$ cat src/rtl/assert_macros.svh
// Assertion helpers shared by the RTL files.
// Each macro uses the block clock and its synchronous reset.
`ifndef ASSERT_MACROS_SVH
`define ASSERT_MACROS_SVH

// Same-cycle implication.
`define ASSERT_IMPL(label, ante, cons) \
   label: assert property (@(posedge clock) disable iff (reset) (ante) |-> (cons)) \
      else $error("assertion failed: same-cycle implication");

// Next-cycle implication.
`define ASSERT_NEXT(label, ante, cons) \
   label: assert property (@(posedge clock) disable iff (reset) (ante) |=> (cons)) \
      else $error("assertion failed: next-cycle implication");

`endif

$ cat src/rtl/prc_pkg.sv
// ----------------------------------------------------------------------------
// prc_pkg
// Shared constants, sequencer states and saturation helpers for the PID
// rate controller.
// ----------------------------------------------------------------------------
`timescale 1ns / 1ps

package prc_pkg;

   localparam int VALUE_W    = 32;
   localparam int GAIN_W     = 31;
   localparam int STEP_W     = 24;
   localparam int FRAC_BITS  = 16;
   localparam int TIME_FRAC  = 24;
   localparam int CSR_IDX_W  = 3;
   localparam int PROD_W     = 2 * VALUE_W;
   localparam int DIV_NUM_W  = 64;
   localparam int DIV_DEN_W  = 33;
   localparam int DIV_CNT_W  = $clog2(DIV_NUM_W);

   localparam logic [STEP_W-1:0] DERIV_MIN_DT = STEP_W'(16);

   localparam logic [CSR_IDX_W-1:0] REG_PROP_GAIN   = 3'd0;
   localparam logic [CSR_IDX_W-1:0] REG_INTEG_GAIN  = 3'd1;
   localparam logic [CSR_IDX_W-1:0] REG_DERIV_GAIN  = 3'd2;
   localparam logic [CSR_IDX_W-1:0] REG_OUT_LIMIT   = 3'd3;
   localparam logic [CSR_IDX_W-1:0] REG_INTEG_LIMIT = 3'd4;
   localparam logic [CSR_IDX_W-1:0] REG_FILTER_RC   = 3'd5;

   typedef enum logic [4:0] {
      ST_IDLE, ST_ERR, ST_MP, ST_MI, ST_MI2, ST_MI3, ST_MI4, ST_MD, ST_MD2,
      ST_DV, ST_DVW, ST_SUM, ST_RAW, ST_FM, ST_FMUL, ST_FD, ST_FDW, ST_OUT
   } state_type;

   typedef struct packed {
      logic                 start;
      logic [DIV_NUM_W-1:0] dividend;
      logic [DIV_DEN_W-1:0] divisor;
   } div_req_type;

   typedef struct packed {
      logic                 busy;
      logic                 done;
      logic [DIV_NUM_W-1:0] quot;
   } div_rsp_type;

   // Saturate a 34-bit signed sum to the value range.
   function automatic logic signed [VALUE_W-1:0] sat_wide(logic signed [33:0] v);
      logic signed [33:0] vmax;
      logic signed [33:0] vmin;
      vmax = 34'sh0_7FFF_FFFF;
      vmin = -34'sh0_8000_0000;
      if (v > vmax) return 32'sh7FFF_FFFF;
      if (v < vmin) return 32'sh8000_0000;
      return v[VALUE_W-1:0];
   endfunction

   // Apply a sign to a magnitude, capping it to the signed range.
   function automatic logic signed [VALUE_W-1:0] sat_mag(logic [63:0] m, logic neg);
      logic [63:0] cap;
      logic [63:0] r;
      cap = neg ? 64'h8000_0000 : 64'h7FFF_FFFF;
      r   = (m > cap) ? cap : m;
      return neg ? -r[VALUE_W-1:0] : r[VALUE_W-1:0];
   endfunction

   function automatic logic [VALUE_W-1:0] mag(logic signed [VALUE_W-1:0] v);
      return v[VALUE_W-1] ? -v : v;
   endfunction

   function automatic logic signed [VALUE_W-1:0] clamp_sym(logic signed [VALUE_W-1:0] v,
                                                           logic [GAIN_W-1:0] lim);
      logic signed [VALUE_W-1:0] l;
      l = $signed({1'b0, lim});
      if (v > l) return l;
      if (v < -l) return -l;
      return v;
   endfunction

   function automatic logic signed [33:0] sext34(logic signed [VALUE_W-1:0] v);
      return {{2{v[VALUE_W-1]}}, v};
   endfunction

endpackage

$ cat src/rtl/prc_mul.sv
// ----------------------------------------------------------------------------
// prc_mul
// Shared unsigned 32x32 multiplier with a registered product and sign tag.
// ----------------------------------------------------------------------------
`timescale 1ns / 1ps

module prc_mul import prc_pkg::*; (
   input  logic               clock,
   input  logic [VALUE_W-1:0] mul_a,
   input  logic [VALUE_W-1:0] mul_b,
   input  logic               mul_neg,
   output logic [PROD_W-1:0]  prod,
   output logic               prod_neg
);

   logic [PROD_W-1:0] prod_ff;
   logic              neg_ff;

   always_ff @(posedge clock) begin
      prod_ff <= mul_a * mul_b;
      neg_ff  <= mul_neg;
   end

   assign prod     = prod_ff;
   assign prod_neg = neg_ff;

endmodule

$ cat config.mk
export PLATFORM = sky130hd
export DESIGN_NAME = prc_mul
export DESIGN_NICKNAME = d
export VERILOG_FILES = /design/src/rtl/assert_macros.svh /design/src/rtl/prc_pkg.sv /design/src/rtl/prc_mul.sv
export SDC_FILE = /design/constraint.sdc
export NUM_CORES = 2
export LEC_CHECK = 0
export BUFFER_PORTS_ARGS = -buffer_cell sky130_fd_sc_hd__buf_4
export CELL_PAD_IN_SITES_DETAIL_PLACEMENT = 0
export CELL_PAD_IN_SITES_GLOBAL_PLACEMENT = 2
export CORE_MARGIN = 1.5
export CORE_UTILIZATION = 46
export DETAILED_ROUTE_END_ITERATION = 10
export PLACE_DENSITY = 0.95
export SKIP_LAST_GASP = 1
export SLEW_MARGIN = 20
export SYNTH_ARGS = -nofsm -noshare
export SYNTH_HDL_FRONTEND = slang
export SYNTH_SLANG_ARGS = --single-unit
$ cat constraint.sdc
create_clock -name clock -period 11.7 [get_ports clock]
set_clock_uncertainty 0.2 [all_clocks]
set_input_delay 1.17 -clock clock [delete_from_list [all_inputs] [get_ports clock]]
set_output_delay 1.17 -clock clock [all_outputs]
set_load 0.005 [all_outputs]
# Yosys cells after proc, flatten, opt, wreduce, memory -nomap -nowiden
# Cells that the tools add are included.
dict set report op_classes {
  multipliers 1
}
# operator count
set ops {}
lappend ops {{$mul 32x32->64} 1}
dict set report word_totals {
  inputBits 66
  wordCells 3
  output_inout_bits 65
  ff_bits 65
}

# Depth between registers and ports, before layout
dict set report logic_depth {
  ltp_word 1
  mapped_depth 29
}

# Worst setup path before layout
# OpenSTA, ideal clock, no wires.
dict set report synth_path {
  path_type {input to register}
  startpoint {in mul_a[25]}
  endpoint {reg prod_ff[62], in the netlist prod[62]}
  path_stages 25
  required_ns 11.428
  arrival_time_ns 7.851
  slack_ns 3.577
  cell_sequence {clkbuf_1 > nand2_1 > fa_1 > inv_1 > fa_1 > inv_1 > fa_1 > inv_1 > fa_1 > fa_1 > fa_1 > fa_1 > inv_1 > fa_1 > inv_1 > ha_1 > buf_2 > nand4_1 > or4_1 > or3_1 > a31oi_1 > a31o_2 > a211oi_1 > o21ai_1 > xor2_1}
}
dict set report synth_between {
  elab_chain_cells 1
}
# element line_no
set synth_rtl {}
lappend synth_rtl {{start: declaration} prc_mul.sv:9} ;# input logic [VALUE_W-1:0] mul_a,
lappend synth_rtl {{$mul 32x32->64} prc_mul.sv:20} ;# prod_ff <= mul_a * mul_b;
lappend synth_rtl {{end signal: assignment} prc_mul.sv:20}
lappend synth_rtl {{end: declaration} prc_mul.sv:16} ;# logic [PROD_W-1:0] prod_ff;
# No other way between the ends.

# Worst setup path in the final report
dict set report layout_path {
  startpoint {in mul_b[8]}
  endpoint {reg prod_ff[62], in the netlist prod[62]}
}
dict set report layout_between {
  elab_chain_cells 1
}
# element line_no
set layout_rtl {}
lappend layout_rtl {{start: declaration} prc_mul.sv:10} ;# input logic [VALUE_W-1:0] mul_b,
lappend layout_rtl {{$mul 32x32->64} prc_mul.sv:20}
# No other way between the ends.

==> metrics.md <==
| Metric | Value |
|---|---|
| Status | finished clean |
| Total core area | approximately 75000 µm² |
| WL final | 90000 µm |
| RSZ-0062 raised after global routing | false |
| CP arrival | 8.83 ns |
| Top-area cell type share of the netlist area | 0.517 |
| Global route overflow | 0 |
| CTS HTree Levels | 3 |
| Final Hold Viols | 0 |
| HP Class | in2reg |
| Layout cell share with drive strength beyond 1 | 0.0444 |
| Period utilisation layout | 0.749 |
| Post-place instance area | ~36000 µm² |
| Async SR Flop Fraction | 0 |
| Number of library cell types mapped by synthesis | 57 |
| DR pass1 iterations | 5 |
| Cts hold-fix bufs | 0 |
| Mean Syn Cell Area | 9.25 µm² |
| Residual DRC count | 0 |
| Initial DRC Count | 1059 |
| IO Port Bufs | 130 |
| First-pass GRT wire length | ~150000 µm |
| Wirelength per Cell | ~19 µm |
| Io pins | 131 |
| Clock-pin slew on the worst setup and hold paths | 0.06 ns |
| Final Setup Violations | 0 |
| Synth Flop Type | dfxtp_1 |
| Num CTS Buffers | 9 |
| Most frequent cell after synthesis | fa_1 |
| Die area | 77100 µm² |
| Relative slew slack | 0.532 |
| Footprint of the multi-input gates | 29300 µm² |
| Non-filler instance count after layout | 4646 |
| Via/cell ratio | around 5.2 |
| Top post-synthesis cells by count | fa_1, inv_1, and2_1 |
| Vias in the first global route | 27135 |
| Synth-to-Final Area Change | 4.77% |
| Fmax achieved | 114 MHz |
| Crit path required time | roughly 12 ns |
| Antenna Nets Post-Route | 0 |
| Die extent in x | 278 µm |
| Max capacitance violation total | 0 |
| Post-Syn Instances | 3749 |
| Num rows | 100 |
| Slew Limit Fails | 0 |
| Busiest grt layer | met2 |
| GR Layer Usage met2 | 0.436 |
| Syn_nets | between 4000 and 5000 |
| Initial Utilization | 0.465 |
| Initial antenna violation count | 1 |
| Global Route Usage Sum | 0.245 |
| Storage element area | 1300 µm² |
| Largest net degree at the start of global routing | 33 |
| Sequential share of the synthesized area | 0.0375 |
| Grt met3 use | 0.0232 |
| Fillers | 7177 |
| Dpl hpwl | between 70000 and 80000 µm |
| Critical Path Start Type | input pin |
| Post-cts repair resize count | 0 |
| Final TNS setup | 0 ns |
| Clk buf depth | 2 |
| CTS sink cnt | 65 |
| Worst-path fanout max | 32 |
| Tmin final | 8.76 ns |
| Routability Congestion | 0.895 |
| Top cells by area, synth | fa_1, and2_1, ha_1 |
| Post-synth EDFFs | 0 |
| CTS tree | yes |
| Post-Syn Area | 34700 µm² |
| Finished layout cell area | 36300 µm² |
| Synth Register Bits | 65 |
| Via count | 24281 |
| Postcts setup bufs | 0 |
| Cell taking the most area after synthesis | fa_1 |
| CTS root buffer | clkbuf_16 |
| Die Height | between 200 and 300 µm |
| Layout Nets | about 4900 |
| Worst slew pin tran | 0.697 ns |
| Grt met1 use | 0.304 |
| Critical path type | in2reg |
| Synth warnings | 0 |
| Placed cell count | 4628 |
| CP endpoint kind | register |
-- through the flow --
| step | worst slack, ns | utilization | hold WS, ns |
|---|---|---|---|
| after floorplan | 3.58 | - | 0.998 |
| after global placement | 2.77 | 0.483 | 1.08 |
| after detailed placement | 2.68 | 0.483 | 1.08 |
| after CTS | 3.04 | 0.487 | 0.721 |
| after global routing | 2.61 | 0.487 | 0.719 |
| final | 2.94 | 0.487 | 0.733 |
-- worst max-delay path, cell delays in order --
cell and delay [ns]:
buf_4 0.33, nand2_1 0.14, fa_1 0.55, inv_1 0.06, fa_1 0.53, inv_1 0.05, fa_1 0.53, inv_1 0.05
fa_1 0.47, fa_1 0.56, fa_1 0.43, fa_1 0.54, inv_1 0.06, fa_1 0.47, inv_1 0.04, ha_1 0.42
nand4_1 0.24, or4_1 0.47, or3_1 0.37, a31oi_1 0.54, a31o_2 0.30, a211oi_1 0.11, o21ai_1 0.17, xor2_1 0.15
-- state kept, by name, summed over array words and instances, names as in the netlist --
register / cells
prod: 64
prod_neg: 1
-- layout make-up --
cell class / instances / share of cell area
antenna: 2 / 0.000138
clock buffer: 9 / 0.00620
clock inverter: 7 / 0.00189
inverter: 865 / 0.0893
multi-input combinational: 2599 / 0.806
sequential: 65 / 0.0358
tap: 969 / 0.0334
timing repair buffer: 130 / 0.0268
-- kinds of logic (layout without fill, tap and decap cells) --
logic type,Yosys count,count (layout),share of synthesized area
multiplexers,1,1,0.000289
AO/OA/AOI/OAI,202,202,0.0415
XOR/XNOR,60,60,0.0151
AND/OR/NAND/NOR,1177,1177,0.176
other,0,2,0
flip-flops,65,65,0.0375
adder cells (fa/ha/maj),1159,1159,0.612
buffers and inverters,1085,1011,0.118
-- final timing paths --
check	startpoint	end	slack (ns)	cells after the start
max	mul_b[8]	prod[62]$_DFF_P_	2.94	24
min	mul_neg	prod_neg$_DFF_P_	0.73	1
-- layout by cell type, fill, tap and decap left out, types with 25 or more instances in the layout --
cell / count
dfxtp_1: 65
nand2_1: 480
xor2_1: 25
a21o_1: 40
xnor2_1: 35
buf_4: 130
and2_1: 602
fa_1: 896
inv_1: 865
a21oi_1: 63
ha_1: 263
-- per-layer routing --
| metal | routed length (µm) | part of all wire |
|---|---|---|
| met5 | 0 | 0 |
| met2 | 46700 | 0.52 |
| met3 | 3260 | 0.036 |
| met1 | 35400 | 0.39 |
| met4 | 4600 | 0.051 |
Power is left out: the tool's default activity adds up to more than one toggle a clock period on the data nets, which glitch-free logic cannot reach.
