===== src/rtl/assert_macros.svh =====
// Assertion helpers shared by the RTL files.
// Each macro uses the block clock and its synchronous reset.
`ifndef ASSERT_MACROS_SVH
`define ASSERT_MACROS_SVH

// Same-cycle implication.
`define ASSERT_IMPL(label, ante, cons) \
   label: assert property (@(posedge clock) disable iff (reset) (ante) |-> (cons)) \
      else $error("assertion failed: same-cycle implication");

// Next-cycle implication.
`define ASSERT_NEXT(label, ante, cons) \
   label: assert property (@(posedge clock) disable iff (reset) (ante) |=> (cons)) \
      else $error("assertion failed: next-cycle implication");

`endif


===== src/rtl/prc_pkg.sv =====
// ----------------------------------------------------------------------------
// prc_pkg
// Shared constants, sequencer states and saturation helpers for the PID
// rate controller.
// ----------------------------------------------------------------------------
`timescale 1ns / 1ps

package prc_pkg;

   localparam int VALUE_W    = 32;
   localparam int GAIN_W     = 31;
   localparam int STEP_W     = 24;
   localparam int FRAC_BITS  = 16;
   localparam int TIME_FRAC  = 24;
   localparam int CSR_IDX_W  = 3;
   localparam int PROD_W     = 2 * VALUE_W;
   localparam int DIV_NUM_W  = 64;
   localparam int DIV_DEN_W  = 33;
   localparam int DIV_CNT_W  = $clog2(DIV_NUM_W);

   localparam logic [STEP_W-1:0] DERIV_MIN_DT = STEP_W'(16);

   localparam logic [CSR_IDX_W-1:0] REG_PROP_GAIN   = 3'd0;
   localparam logic [CSR_IDX_W-1:0] REG_INTEG_GAIN  = 3'd1;
   localparam logic [CSR_IDX_W-1:0] REG_DERIV_GAIN  = 3'd2;
   localparam logic [CSR_IDX_W-1:0] REG_OUT_LIMIT   = 3'd3;
   localparam logic [CSR_IDX_W-1:0] REG_INTEG_LIMIT = 3'd4;
   localparam logic [CSR_IDX_W-1:0] REG_FILTER_RC   = 3'd5;

   typedef enum logic [4:0] {
      ST_IDLE, ST_ERR, ST_MP, ST_MI, ST_MI2, ST_MI3, ST_MI4, ST_MD, ST_MD2,
      ST_DV, ST_DVW, ST_SUM, ST_RAW, ST_FM, ST_FMUL, ST_FD, ST_FDW, ST_OUT
   } state_type;

   typedef struct packed {
      logic                 start;
      logic [DIV_NUM_W-1:0] dividend;
      logic [DIV_DEN_W-1:0] divisor;
   } div_req_type;

   typedef struct packed {
      logic                 busy;
      logic                 done;
      logic [DIV_NUM_W-1:0] quot;
   } div_rsp_type;

   // Saturate a 34-bit signed sum to the value range.
   function automatic logic signed [VALUE_W-1:0] sat_wide(logic signed [33:0] v);
      logic signed [33:0] vmax;
      logic signed [33:0] vmin;
      vmax = 34'sh0_7FFF_FFFF;
      vmin = -34'sh0_8000_0000;
      if (v > vmax) return 32'sh7FFF_FFFF;
      if (v < vmin) return 32'sh8000_0000;
      return v[VALUE_W-1:0];
   endfunction

   // Apply a sign to a magnitude, capping it to the signed range.
   function automatic logic signed [VALUE_W-1:0] sat_mag(logic [63:0] m, logic neg);
      logic [63:0] cap;
      logic [63:0] r;
      cap = neg ? 64'h8000_0000 : 64'h7FFF_FFFF;
      r   = (m > cap) ? cap : m;
      return neg ? -r[VALUE_W-1:0] : r[VALUE_W-1:0];
   endfunction

   function automatic logic [VALUE_W-1:0] mag(logic signed [VALUE_W-1:0] v);
      return v[VALUE_W-1] ? -v : v;
   endfunction

   function automatic logic signed [VALUE_W-1:0] clamp_sym(logic signed [VALUE_W-1:0] v,
                                                           logic [GAIN_W-1:0] lim);
      logic signed [VALUE_W-1:0] l;
      l = $signed({1'b0, lim});
      if (v > l) return l;
      if (v < -l) return -l;
      return v;
   endfunction

   function automatic logic signed [33:0] sext34(logic signed [VALUE_W-1:0] v);
      return {{2{v[VALUE_W-1]}}, v};
   endfunction

endpackage


===== src/rtl/prc_div.sv =====
// ----------------------------------------------------------------------------
// prc_div
// Restoring divider that produces one quotient bit per cycle.
// ----------------------------------------------------------------------------
`timescale 1ns / 1ps

module prc_div import prc_pkg::*; (
   input  logic        clock,
   input  logic        reset,
   input  div_req_type div_req,
   output div_rsp_type div_rsp
);

   logic                 busy_ff, busy_in;
   logic                 done_ff, done_in;
   logic [DIV_CNT_W-1:0] cnt_ff, cnt_in;
   logic [DIV_DEN_W:0]   rem_ff, rem_in;
   logic [DIV_NUM_W-1:0] quo_ff, quo_in;
   logic [DIV_DEN_W-1:0] den_ff, den_in;

   logic [DIV_DEN_W:0]   shifted;
   logic                 fits;

   always_comb begin
      busy_in = busy_ff;
      done_in = 1'b0;
      cnt_in  = cnt_ff;
      rem_in  = rem_ff;
      quo_in  = quo_ff;
      den_in  = den_ff;
      shifted = {rem_ff[DIV_DEN_W-1:0], quo_ff[DIV_NUM_W-1]};
      fits    = shifted >= {1'b0, den_ff};
      if (div_req.start) begin
         busy_in = 1'b1;
         cnt_in  = '0;
         rem_in  = '0;
         quo_in  = div_req.dividend;
         den_in  = div_req.divisor;
      end else if (busy_ff) begin
         // shift in one dividend bit, subtract when the divisor fits
         rem_in = fits ? shifted - {1'b0, den_ff} : shifted;
         quo_in = {quo_ff[DIV_NUM_W-2:0], fits};
         cnt_in = cnt_ff + 1'b1;
         if (cnt_ff == DIV_CNT_W'(DIV_NUM_W - 1)) begin
            busy_in = 1'b0;
            done_in = 1'b1;
         end
      end
   end

   always_ff @(posedge clock) begin
      if (reset) begin
         busy_ff <= 1'b0;
         done_ff <= 1'b0;
      end else begin
         busy_ff <= busy_in;
         done_ff <= done_in;
      end
      cnt_ff <= cnt_in;
      rem_ff <= rem_in;
      quo_ff <= quo_in;
      den_ff <= den_in;
   end

   assign div_rsp.busy = busy_ff;
   assign div_rsp.done = done_ff;
   assign div_rsp.quot = quo_ff;

endmodule

===== config.mk =====
export PLATFORM = sky130hd
export DESIGN_NAME = prc_div
export DESIGN_NICKNAME = d
export VERILOG_FILES = /design/src/rtl/assert_macros.svh /design/src/rtl/prc_pkg.sv /design/src/rtl/prc_div.sv
export SDC_FILE = /design/constraint.sdc
export NUM_CORES = 1
export LEC_CHECK = 0
export CORE_MARGIN = 5
export CORE_UTILIZATION = 58
export CTS_CLUSTER_DIAMETER = 40
export CTS_CLUSTER_SIZE = 25
export DETAILED_ROUTE_END_ITERATION = 10
export DONT_BUFFER_PORTS = 1
export MAX_ROUTING_LAYER = met4
export PLACE_DENSITY = 0.83
export REMOVE_ABC_BUFFERS = 1
export SYNTH_ARGS = -nofsm -noshare
export SYNTH_HDL_FRONTEND = slang
export SYNTH_SLANG_ARGS = --single-unit

===== constraint.sdc =====
create_clock -name clock -period 4.05 [get_ports clock]
set_clock_uncertainty 0.2 [all_clocks]
set_input_delay 0.6075 -clock clock [delete_from_list [all_inputs] [get_ports clock]]
set_output_delay 0.6075 -clock clock [all_outputs]
set_load 0.005 [all_outputs]

# Word level (Yosys, flattened, before mapping)
# Index checks and enable logic that the tools add are counted.
[totals]
inputBits = 100
output_inout_bits = 66
ff_bits = 138
word_cells = 20
[classes]
n_reduce_logical = 2
order_cmp = 1
addsub = 2
n_mux = 7
bitwise_logic = 1
eq_ne = 1
[op_table]
columns = ["cell", "count"]
rows = [
  ["2-to-1 mux 64 bit", 2],
  [">= comparator 34 x 33 -> 1 bit", 1],
  ["2-to-1 mux 33 bit", 1],
  ["subtractor 33 bit", 1],
  ["adder 6 x 1 -> 6 bit, second input constant", 1],
  ["equality test 6 bit, second input constant", 1],
  ["2-to-1 mux 1 bit", 4],
  ["OR reduction 3 bit", 1],
  ["nonzero test 2 bit", 1],
  ["inverter 1 bit", 1],
]

# Longest topological paths before layout
[logic_depth]
depth_word = 4
mapped_depth = 16
depth_no_buf = 13

# Least setup slack after synthesis
# No wires, ideal clock.
[synth_path]
kind = "flip-flop to flip-flop"
start = "register quo_ff[63]"
end = "register rem_ff[26]"
required_ns = 3.721
setup_ns = 0.129
path_slack_ns = 0.834
arrival_ns = 2.887
path_buffers = 3
stages_incl_launch_ff = 16
period_less_slack_ns = 3.216
path_cell_list = "edfxtp_1 inv_1 ha_1 inv_1 fa_1 a211oi_1 o21ai_0 a21oi_1 a31oi_1 a211oi_1 o31a_1 buf_6 buf_6 buf_2 mux2i_1 o21ai_0"
[synth_via]
elab_chain_len = 2
elab_cells_between_ends = 3
classes_between = "add/sub: 1; order compare: 1; mux: 1"
[synth_lines]
columns = ["element", "line", "source"]
rows = [
  ["from (decl)", "prc_div.sv:18", "logic [DIV_NUM_W-1:0] quo_ff, quo_in;"],
  ["from (signal assigned)", "prc_div.sv:61", "quo_ff <= quo_in;"],
  ["subtractor 33 bit / >= comparator 34 x 33 -> 1 bit (equally long branches)", "prc_div.sv:41, prc_div.sv:32", ""],
  ["2-to-1 mux 33 bit (*)", "prc_div.sv:41", "rem_in = fits ? shifted - {1'b0, den_ff} : shifted;"],
  ["to (signal assigned)", "prc_div.sv:60", "rem_ff <= rem_in;"],
  ["to (decl)", "prc_div.sv:17", "logic [DIV_DEN_W:0] rem_ff, rem_in;"],
]
# Mark *: on every way between the ends. The rest lies on a longest branch, timed or not.
# A chain may end at the register's enable or synchronous reset.

# Worst setup path after layout
[layout_path]
start = "register quo_ff[63]"
end = "register rem_ff[22]"
# The elaborated chain is that of the path after synthesis.

==> flow_results.xml <==
<?xml version="1.0" encoding="UTF-8"?>
<metrics>
  <group name="run_status">
    <metric name="outcome" unit="">complete, no violations</metric>
  </group>
  <group name="place">
    <metric name="postPlaceCellArea" unit="mm^2">0.007422</metric>
    <metric name="port_buffers" unit="">0</metric>
    <metric name="post-place-cells" unit="">798</metric>
    <metric name="final_weighted_congestion_in_routability_driven_placement" unit="">0.8838</metric>
    <metric name="place_hpwl" unit="um">11080</metric>
  </group>
  <group name="cells_and_area">
    <metric name="stdcell_area" unit="mm^2">0.008001</metric>
    <metric name="flow.area_growth_from_synthesis" unit="%">9.522</metric>
    <metric name="finish.net_count" unit="">780</metric>
    <metric name="layout.cells.non_filler" unit="">831</metric>
    <metric name="final_util" unit="">0.6419</metric>
    <metric name="layout-drive-gt1-share" unit="">0.1687</metric>
  </group>
  <group name="sta">
    <metric name="period_minus_slack" unit="ns">3.712</metric>
    <metric name="max_slew.worst_pin.slew" unit="ns">0.7087</metric>
    <metric name="number_of_hold_violations_in_the_final_report" unit="">0</metric>
    <metric name="setup_viol_count_final" unit="">0</metric>
    <metric name="slew_headroom" unit="">0.5265</metric>
    <metric name="grt_setup_unrepaired" unit="">no</metric>
    <metric name="slew_violations" unit="">0</metric>
    <metric name="holdWs" unit="ns">0.03988</metric>
    <metric name="period_share" unit="">0.9164</metric>
    <metric name="clock.fmax" unit="GHz">0.2694</metric>
  </group>
  <group name="floorplan">
    <metric name="ioPinCount" unit="">166</metric>
    <metric name="floorplan.die_area" unit="mm^2">0.01494</metric>
    <metric name="die_y" unit="um">122.2</metric>
    <metric name="die_w" unit="um">122.2</metric>
    <metric name="initial_utilization" unit="">0.5861</metric>
    <metric name="fp-row-count" unit="">41</metric>
    <metric name="core_region_area" unit="mm^2">0.01247</metric>
  </group>
  <group name="cts">
    <metric name="tritoncts" unit="">done</metric>
    <metric name="cts.repair_timing.setup_buffer_count" unit="">0</metric>
    <metric name="post_cts_resize_count" unit="">0</metric>
    <metric name="htree_levels" unit="">4</metric>
    <metric name="clock_sinks" unit="">138</metric>
    <metric name="clkLatencyLatePin" unit="ns">0.43</metric>
    <metric name="cts_buffers" unit="">17</metric>
    <metric name="holdBufCountCts" unit="">0</metric>
    <metric name="clock-root-buffer" unit="">sky130_fd_sc_hd__clkbuf_16</metric>
    <metric name="clk_transition_reported_paths" unit="ns">0.06</metric>
    <metric name="clock_path_buffers" unit="">2</metric>
  </group>
  <group name="detailed_routing">
    <metric name="drc_errors" unit="">0</metric>
    <metric name="detail_route.first_pass.iterations" unit="">7</metric>
    <metric name="first_iteration_detailed_routing_drc_count" unit="">302</metric>
    <metric name="avgRoutedWirePerCell" unit="um">19.03</metric>
    <metric name="finalWirelength" unit="um">15820</metric>
    <metric name="drtAntennaViolNets" unit="">0</metric>
    <metric name="viasPerCell" unit="">5.876</metric>
    <metric name="number_of_vias_in_the_routed_layout" unit="">4883</metric>
  </group>
  <group name="critical_path">
    <metric name="slowest_stage_delay_cp" unit="ns">0.45</metric>
    <metric name="timing.critical_path.cells" unit="">inv_1 &gt; ha_1 &gt; inv_1 &gt; fa_1 &gt; a211oi_1 &gt; o21ai_0 &gt; a21oi_1 &gt; a31oi_1 &gt; a211oi_1 &gt; o31a_2 &gt; buf_4 &gt; mux2i_1 &gt; a211oi_1</metric>
    <metric name="slowest_stage" unit="">sky130_fd_sc_hd__o31a_2</metric>
    <metric name="top_family_by_delay_on_critical_path" unit="">compound AO/OA/AOI/OAI gates</metric>
    <metric name="crit_fanout" unit="">19</metric>
    <metric name="path_class" unit="">reg2reg</metric>
    <metric name="critical-path-top-cell-by-count" unit="">sky130_fd_sc_hd__a211oi_1</metric>
    <metric name="worstPathRequired" unit="ns">4.12</metric>
    <metric name="setup.worst_path.end_class" unit="">flop</metric>
    <metric name="nature_of_the_critical_path_startpoint" unit="">flop</metric>
    <metric name="timing.critical_path.depth" unit="">13</metric>
    <metric name="cp.arrival" unit="ns">3.78</metric>
    <metric name="cp_num_buf_inv" unit="">3</metric>
    <metric name="r2r.worst_path.cells" unit="">13</metric>
  </group>
  <group name="global_routing">
    <metric name="grt_first_pass_wirelength" unit="um">25630</metric>
    <metric name="antenna_found_initial" unit="">1</metric>
    <metric name="grt_remaining_overflow" unit="">0</metric>
    <metric name="grt_use_total" unit="">0.2270</metric>
    <metric name="first_global_vias" unit="">5078</metric>
    <metric name="grt_max_degree" unit="">138</metric>
  </group>
  <group name="logic_synthesis">
    <metric name="asr_flop_ratio_synth" unit="">0</metric>
    <metric name="yosys-top-cells-area" unit="">sky130_fd_sc_hd__edfxtp_1 (40%), sky130_fd_sc_hd__dfxtp_1 (11%), sky130_fd_sc_hd__mux2_2 (10%)</metric>
    <metric name="synth_seq_cells" unit="">138</metric>
    <metric name="synth.yosys.seq_area_share" unit="">0.5110</metric>
    <metric name="synth_largest_type_area_fraction" unit="">0.3987</metric>
    <metric name="syn-mean-instance-area" unit="um^2">11.22</metric>
    <metric name="synth_enable_flop_cells" unit="">97</metric>
    <metric name="yosysWarnings" unit="">0</metric>
    <metric name="yosys.cell_types.count" unit="">55</metric>
    <metric name="syn_area" unit="mm^2">0.007306</metric>
    <metric name="netlist.top_cell.by_area" unit="">sky130_fd_sc_hd__edfxtp_1</metric>
    <metric name="netlist_instances" unit="">651</metric>
    <metric name="synth_ff_type" unit="">sky130_fd_sc_hd__edfxtp_1</metric>
  </group>
  <group name="pwr">
    <metric name="share_clk_of_total_power" unit="">0.390</metric>
    <metric name="power.switching_fraction" unit="">0.2806</metric>
    <metric name="power.density_cell_area" unit="mW/mm^2">488.9</metric>
    <metric name="p_seq_frac" unit="">0.450</metric>
    <metric name="cellLeakagePower" unit="nW">3.250</metric>
    <metric name="fin_total_pwr" unit="mW">3.912</metric>
    <metric name="share_of_total_power_in_combinational_logic" unit="">0.160</metric>
    <metric name="peakVddDrop" unit="uV">326.3</metric>
    <metric name="p_int" unit="mW">2.814</metric>
    <metric name="total_switching_power" unit="mW">1.098</metric>
  </group>
  <group name="worst_hold_path">
    <metric name="min_delay_worst_type" unit="">in2reg</metric>
    <metric name="min_path_cells" unit="">1</metric>
  </group>
  <group name="run">
    <metric name="max_cap_viol_count" unit="">0</metric>
  </group>
</metrics>
path summary, 6_finish.rpt:
check / end / from / slack [ns]
setup / recovery: rem_ff[22]$_SDFFE_PP0P_ / quo_ff[63]$_DFFE_PP_ / 0.34
hold / removal: busy_ff$_SDFF_PP0_ / reset / 0.04
setup reg to reg: rem_ff[22]$_SDFFE_PP0P_ / quo_ff[63]$_DFFE_PP_ / 0.34
hold reg to reg: rem_ff[26]$_SDFFE_PP0P_ / rem_ff[26]$_SDFFE_PP0P_ / 0.29
kinds of logic (layout without fill, tap and decap cells):
| family | Yosys count | after routing | share of synthesized area |
|---|---|---|---|
| other | 0 | 1 | 0 |
| adders and majority gates | 35 | 35 | 0.06097 |
| buffers and inverters | 78 | 85 | 0.04418 |
| xor gates and xnor gates | 31 | 31 | 0.03716 |
| muxes | 85 | 85 | 0.1279 |
| DFF | 138 | 138 | 0.5110 |
| AOI/OAI and AO/OA | 145 | 145 | 0.1293 |
| and+or+nand+nor | 139 | 139 | 0.08940 |
metal layers:
layer,part of all wire,vias up,track usage
li1,-,2375,-
met1,0.40,2277,0.2594
met2,0.49,201,0.3573
met3,0.097,30,0.1014
met4,0.020,0,0.07768
met5,0,-,-
metrics by stage:
| step | TNS, ns | worst slack, ns |
|---|---|---|
| after floorplan | -0.8171 | -0.1725 |
| after global placement | 0 | 0.4199 |
| final | 0 | 0.3385 |
| after CTS | 0 | 0.3337 |
| after detailed placement | 0 | 0.3582 |
| after global routing | 0 | 0.07708 |
layout make-up:
class                           count  area [um^2]
Timing Repair Buffer                6        45.04
Tap cell                          172        215.2
Inverter                           47        176.4
Multi-Input combinational cell    435         3251
Antenna cell                        1        2.502
Sequential cell                   138         3735
Clock inverter                     15        151.4
Fill cell                         967         4464
Clock buffer                       17        425.4
power by group through the flow:
stage	combinational [mW]	sequential, mW	clock, mW
after floorplan	0.494	1.76	0
after global placement	0.594	1.79	0
after detailed placement	0.616	1.79	0
after CTS	0.622	1.76	1.56
after global routing	0.697	1.78	1.62
final	0.625	1.76	1.53
cell usage in the layout (no fill, tap or decap), drive strengths merged, types with 5 or more instances in the layout:
| cell | count |
|---|---|
| ha | 34 |
| nand4 | 7 |
| xnor2 | 14 |
| inv | 57 |
| mux2 | 67 |
| edfxtp | 97 |
| a211oi | 27 |
| o21bai | 6 |
| dfxtp | 41 |
| xor2 | 17 |
| o21ai | 21 |
| buf | 6 |
| nor2 | 63 |
| mux2i | 18 |
| or3 | 5 |
| nand2 | 27 |
| nand3 | 10 |
| a21o | 16 |
| clkbuf | 17 |
| a21oi | 48 |
registers in the layout, indices dropped and copies added, names as in the netlist:
signal   count
den_ff      33
rem_ff      33
cnt_ff       6
quo_ff      64
busy_ff      1
done_ff      1
worst register-to-register path, cell delays in order, from the launching register on:
cell                       delay, ns
sky130_fd_sc_hd__edfxtp_1       0.43
sky130_fd_sc_hd__inv_1          0.08
sky130_fd_sc_hd__ha_1           0.15
sky130_fd_sc_hd__inv_1          0.05
sky130_fd_sc_hd__fa_1           0.42
sky130_fd_sc_hd__a211oi_1       0.25
sky130_fd_sc_hd__o21ai_0        0.12
sky130_fd_sc_hd__a21oi_1        0.27
sky130_fd_sc_hd__a31oi_1        0.22
sky130_fd_sc_hd__a211oi_1       0.32
sky130_fd_sc_hd__o31a_2         0.45
sky130_fd_sc_hd__buf_4          0.27
sky130_fd_sc_hd__mux2i_1        0.22
sky130_fd_sc_hd__a211oi_1       0.10
synth_stat cells, types with 5 or more instances:
master / instances
sky130_fd_sc_hd__a211oi_1: 26
sky130_fd_sc_hd__a21o_1: 16
sky130_fd_sc_hd__a21oi_1: 48
sky130_fd_sc_hd__clkbuf_1: 19
sky130_fd_sc_hd__dfxtp_1: 41
sky130_fd_sc_hd__edfxtp_1: 97
sky130_fd_sc_hd__ha_1: 34
sky130_fd_sc_hd__inv_1: 47
sky130_fd_sc_hd__mux2_2: 67
sky130_fd_sc_hd__mux2i_1: 18
sky130_fd_sc_hd__nand2_1: 27
sky130_fd_sc_hd__nand3_1: 10
sky130_fd_sc_hd__nand4_1: 6
sky130_fd_sc_hd__nor2_1: 63
sky130_fd_sc_hd__o21ai_0: 21
sky130_fd_sc_hd__o21bai_1: 6
sky130_fd_sc_hd__or3_1: 5
sky130_fd_sc_hd__xnor2_1: 14
sky130_fd_sc_hd__xor2_1: 17
Note: power is estimated with default switching activity, not from simulation.
